`config.mk`:
```
export PLATFORM = sky130hd
export DESIGN_NAME = ils_cell
export DESIGN_NICKNAME = d
export VERILOG_FILES = /design/src/rtl/ils_pkg.sv /design/src/rtl/ils_cell.sv
export SDC_FILE = /design/constraint.sdc
export NUM_CORES = 1
export LEC_CHECK = 0
export ABC_AREA = 1
export BUFFER_PORTS_ARGS = -buffer_cell sky130_fd_sc_hd__buf_2
export CORE_MARGIN = 2
export CORE_UTILIZATION = 41
export DETAILED_ROUTE_END_ITERATION = 8
export HOLD_SLACK_MARGIN = 0.02
export PLACE_DENSITY = 0.81
export SLEW_MARGIN = 15
export SYNTH_ARGS = -nofsm -noshare
export SYNTH_HDL_FRONTEND = slang
export SYNTH_SLANG_ARGS = --single-unit
```
`constraint.sdc`:
```
create_clock -name clk -period 2.7 [get_ports clk]
set_input_delay 0 -clock clk [delete_from_list [all_inputs] [get_ports clk]]
set_output_delay 0 -clock clk [all_outputs]
set_load 0.02 [all_outputs]
```
`src/rtl/ils_pkg.sv`:
```
// ----------------------------------------------------------------------------
// ils_pkg: shared types and codes of the indexed list store
// Command and result payloads, command and status codes, and the control
// word that the sequencer broadcasts along the row of storage cells.
// ----------------------------------------------------------------------------
package ils_pkg;

  localparam int DATA_W   = 32;
  localparam int CMD_W    = 3;
  localparam int POS_W    = 12;
  localparam int STATUS_W = 2;
  localparam int COUNT_W  = 11;

  // command codes
  localparam logic [CMD_W-1:0] CMD_READ      = 3'd0;
  localparam logic [CMD_W-1:0] CMD_INS_AT    = 3'd1;
  localparam logic [CMD_W-1:0] CMD_INS_FRONT = 3'd2;
  localparam logic [CMD_W-1:0] CMD_INS_BACK  = 3'd3;
  localparam logic [CMD_W-1:0] CMD_DELETE    = 3'd4;

  // status codes
  localparam logic [STATUS_W-1:0] ST_DONE  = 2'd0;
  localparam logic [STATUS_W-1:0] ST_RANGE = 2'd1;
  localparam logic [STATUS_W-1:0] ST_FULL  = 2'd2;

  // value returned by a read or delete out of range
  localparam logic [DATA_W-1:0] MISS_VALUE = '1;

  typedef struct packed {
    logic [CMD_W-1:0]         cmd;
    logic signed [POS_W-1:0]  position;
    logic signed [DATA_W-1:0] value_in;
  } cmd_t;

  typedef struct packed {
    logic signed [DATA_W-1:0] read_value;
    logic [STATUS_W-1:0]      status;
    logic [COUNT_W-1:0]       item_count;
  } result_t;

  // control word broadcast to every cell
  typedef struct packed {
    logic              insert;     // open a slot at the position and fill it
    logic              remove;     // close the slot at the position
    logic              load_pipe;  // copy every value into its read pipe stage
    logic              shift_pipe; // move the read pipe one cell toward cell 0
    logic [DATA_W-1:0] data;       // value written by an insert
  } cell_ctrl_t;

endpackage

```
`src/rtl/ils_cell.sv`:
```
// ----------------------------------------------------------------------------
// ils_cell: one storage cell of the list row
// Holds one value and one read pipe stage; takes its left neighbor's value
// on an insert, its right neighbor's value on a delete.
// ----------------------------------------------------------------------------
module ils_cell #(
  parameter int INDEX = 0,
  parameter int IDX_W = 12
) (
  input  logic                     clk,
  input  ils_pkg::cell_ctrl_t      ctrl,
  input  logic [IDX_W-1:0]         pos,
  input  logic [ils_pkg::DATA_W-1:0] left_value,
  input  logic [ils_pkg::DATA_W-1:0] right_value,
  input  logic [ils_pkg::DATA_W-1:0] right_pipe,
  output logic [ils_pkg::DATA_W-1:0] value,
  output logic [ils_pkg::DATA_W-1:0] pipe
);

  localparam logic [IDX_W-1:0] IDX = IDX_W'(INDEX);

  // value shifts for insert and delete
  always_ff @(posedge clk) begin
    if (ctrl.insert) begin
      if (IDX > pos) begin
        value <= left_value;
      end else if (IDX == pos) begin
        value <= ctrl.data;
      end
    end else if (ctrl.remove) begin
      if (IDX >= pos) begin
        value <= right_value;
      end
    end
  end

  // read pipe: parallel load, then shift toward cell 0
  always_ff @(posedge clk) begin
    if (ctrl.load_pipe) begin
      pipe <= value;
    end else if (ctrl.shift_pipe) begin
      pipe <= right_pipe;
    end
  end

endmodule

```
-- Word-level counts from Yosys, hierarchy flattened
Index checks and enable logic that the tools add are counted.
- bits of input ports: 145
- register bits after elaboration: 64
- output and inout port bits: 64
- logic and storage cells: 17
- equality and inequality tests: 1
- magnitude comparators: 2
- muxes and demuxes: 7
- reductions and logical operators: 5
- operators by type and width (cell ; number):
    2-to-1 mux 32 bit ; 7
    >= comparator 1 x 12 -> 1 bit (first input constant) ; 1
    > comparator 1 x 12 -> 1 bit (first input constant) ; 1
    logical NOT 12 bit ; 1
    nonzero test 2 bit ; 3
    inequality test 3 x 1 -> 1 bit (second input constant) ; 1
    AND reduction 3 bit ; 1

-- Logic depth before layout (Yosys ltp)
- depth in word-level cells: 4
- gate-level depth with buffers: 5
- gate-level depth less buffers: 5

-- Worst setup path before layout
Ideal clock, no wire load.
- path kind: input-to-reg
- start: input ctrl[35] in the netlist's numbering
- end: register value[0] in the netlist's numbering (enable)
- path buffers: 1
- setup time: 422 ps
- path slack: 666 ps
- data required time: 2278 ps
- data arrival time: 1613 ps
- cell stages on the path: 4
- cell sequence: buf_6 or2_1 nand3_1 nor2_1
- word-level cells in the longest chain between the ends: 2
- elaborated cells between the ends (all ways): 4
- those cells by class: eq/ne (1); reduce/logical (3)
- RTL lines (what ; RTL line ; source):
    start: declaration ; ils_cell.sv:11 ; input ils_pkg::cell_ctrl_t ctrl,
    inequality test 3 x 1 -> 1 bit (no source line) or nonzero test 2 bit (tied branches) ; - ;
    AND reduction 3 bit (no source line) (*) ; - ;
    end signal: assignment ; ils_cell.sv:26 ; value <= left_value;
    end signal: assignment ; ils_cell.sv:28 ; value <= ctrl.data;
    end signal: assignment ; ils_cell.sv:32 ; value <= right_value;
    end: declaration ; ils_cell.sv:16 ; output logic [ils_pkg::DATA_W-1:0] value,
Every way passes the cells marked *; elsewhere a longest branch is shown, timed or not.
A chain may end at the register's enable or synchronous reset.

-- Final worst setup path
- start: input ctrl[35] in the netlist's numbering
- end: register value[3] in the netlist's numbering (data pin)
- word-level cells in the longest chain between the ends: 1
- RTL lines (what ; RTL line ; source):
    2-to-1 mux 32 bit ; ils_cell.sv:24 ; if (ctrl.insert) begin
Every way passes these cells.

==> run metrics <==
Nets 710; CTS Root Cell clkbuf_8; cell chain of the critical path buf_2 -> buf_4 -> inv_2 -> nand2_1 -> nand2_1 -> dlygate4sd3_1; drt drc 0; status finished clean; Rel. slew slack 49.45%; Cell Area, Synth 2864 um^2; dpl hpwl 5671 um; die area 7670 um^2; CTS Buf Count 9; Via Count 3130; Min-Delay Path Class in -> reg; pwr/cell area 497.5 nW/um^2; Tcrit/Tclk final 53.14%; CP required 2.78 ns; clock group share of total power 36.1%; setup bufs post-CTS 0; DRT Wirelength 9856 um; Synth cell types 12; vias in the first global route 3131; Routed Antenna Nets 0; Sw Share 23.78%; CP max stage cell dlygate4sd3_1; internal power 1.873 mW; Max VDD drop 0.0002360 V; clk_skew 0.01177 ns; post-cts resize count 0; maximum clock frequency 696.9 MHz; Tot Pwr 2.458 mW; GRT Overall Usage 25.35%; setup TNS 0 ns; PortBufs 176; grt total ovfl 0; synth warn 0; min Tclk post-route 1.435 ns; worst slew pin tran 0.7582 ns; slowest stage delay, CP 0.56 ns; DR iter-0 viols 196; Area Growth Syn to Fin 72.48%; core area 6794 um^2; RePlAce Congestion 0.9255; share of post-route cells with drive strength above 1 34.74%; final instance area 4940 um^2; CP Data Arrival Time 1.51 ns; Synthesized Nets 438; CP most frequent cell nand2_1; kind of critical path in -> reg; TritonCTS clock tree built; RSZ-0062 raised after global routing no; first-pass GRT wire length 14530 um; maximum clock insertion buffer count 2; Die X 87.58 um; endpoints failing setup 0; Clk Latency, worst-skew pair 0.34 ns; Max-cap violations 0; CP Capture Type flop; crit path max fanout 34; largest net degree at the start of global routing 35; DR pass1 iterations 4; flops & latches, synth 64; Hold Slack 0.3203 ns; num rows 30; Leak 2.467 nW; register area share after synthesis 67.10%; ANT cells 0; clk slew on worst S/H paths 0.08 ns; vias per cell 4.700; Hold Buf Count CTS 96; initial antenna violation count 0; # H-tree levels 3; placed inst area 3769 um^2; Hold Fails Final Rpt 0; Chip Height 87.58 um; delay-heaviest family, CP buffers and inverters; Ports 209; CTS sink cnt 64; combinational power share 17.0%; Avg WL per Cell 14.80 um; Crit path buffers/inverters 4; sequential power share 46.9%; Initial Util 42.15%; crit start category primary input; mean post-synth cell area 9.775 um^2; Sw Pwr 0.5843 mW; Pins Over Slew Limit 0; Cells after Synth 293
[layout by cell type, fill, tap and decap left out]
cell type      instances
nor2_4                 1
or2_2                  1
clkbuf_8               9
nand3_1                1
bufinv_16              2
nand2_1              197
clkinv_1               1
buf_2                176
or2_1                  1
inv_1                  8
inv_4                  1
buf_4                  3
clkinv_2               3
dlygate4sd3_1         96
nor2_1                 4
inv_2                  1
clkinvlp_4             1
edfxtp_1              64
[cell type report]
type | instances | area [um^2]
Sequential cell | 64 | 1922
Timing Repair Buffer | 275 | 1864
Fill cell | 489 | 1854
Multi-Input combinational cell | 205 | 783.3
Clock buffer | 9 | 123.9
Tap cell | 96 | 120.1
Clock inverter | 7 | 86.33
Inverter | 10 | 40.04
[layer usage]
metal | part of all wire, % | track usage, %
met1 | 35 | 27.04
met4 | 7.0 | 18.04
met5 | 0 | 0
met3 | 5.9 | 4.713
met2 | 52 | 44.83
[kinds of logic (layout without fill, tap and decap cells)]
logic type / Yosys count / after routing / synth area share [%]
and+or+nand+nor: 205 / 205 / 27.09
DFF: 64 / 64 / 67.10
buffers and inverters: 24 / 301 / 5.811
[sequential cells by signal, indices dropped and copies added, names as in the netlist]
register  count
pipe         32
value        32
[worst min-delay path: stages]
cell and delay [ns]:
buf_2 0.10, buf_4 0.24, nand2_1 0.10, nand2_1 0.05
[stage by stage]
| stage | instances | setup slack [ns] | utilization, % |
|---|---|---|---|
| 3_5_place_dp | 554 | 1.193 | 55.47 |
| 6_report | 666 | 1.265 | 72.71 |
| 4_1_cts | 666 | 1.344 | 72.71 |
| 5_1_grt | 666 | 1.191 | 72.71 |
| 2_1_floorplan | 293 | 0.6655 | - |
| 3_3_place_gp | 554 | 1.240 | 55.47 |
[power groups by stage]
stage	sequential, mW	clock (mW)	combinational [mW]
2_1_floorplan	1.22	0	0.106
3_3_place_gp	1.17	0	0.272
3_5_place_dp	1.17	0	0.281
4_1_cts	1.15	0.898	0.404
5_1_grt	1.15	0.939	0.453
6_report	1.15	0.888	0.418
[synthesized netlist by cell type (all sizes together)]
cell type    n  share of area, %
or2          2              0.44
inv         10               1.4
edfxtp      64                67
nand2      197                26
nand3        1              0.17
nor2         5              0.66
buf         14               4.4
[final timing paths]
check,startpoint,to,slack (ns),cells after the start
worst max-delay path,ctrl[35],value[3]$_DFFE_PP_,1.27,6
worst min-delay path,ctrl[33],pipe[23]$_DFFE_PP_,0.32,4
worst max register to register,value[22]$_DFFE_PP_,pipe[22]$_DFFE_PP_,1.88,2
worst min register to register,value[8]$_DFFE_PP_,pipe[8]$_DFFE_PP_,0.55,2
Power figures use the tool's default switching activity.
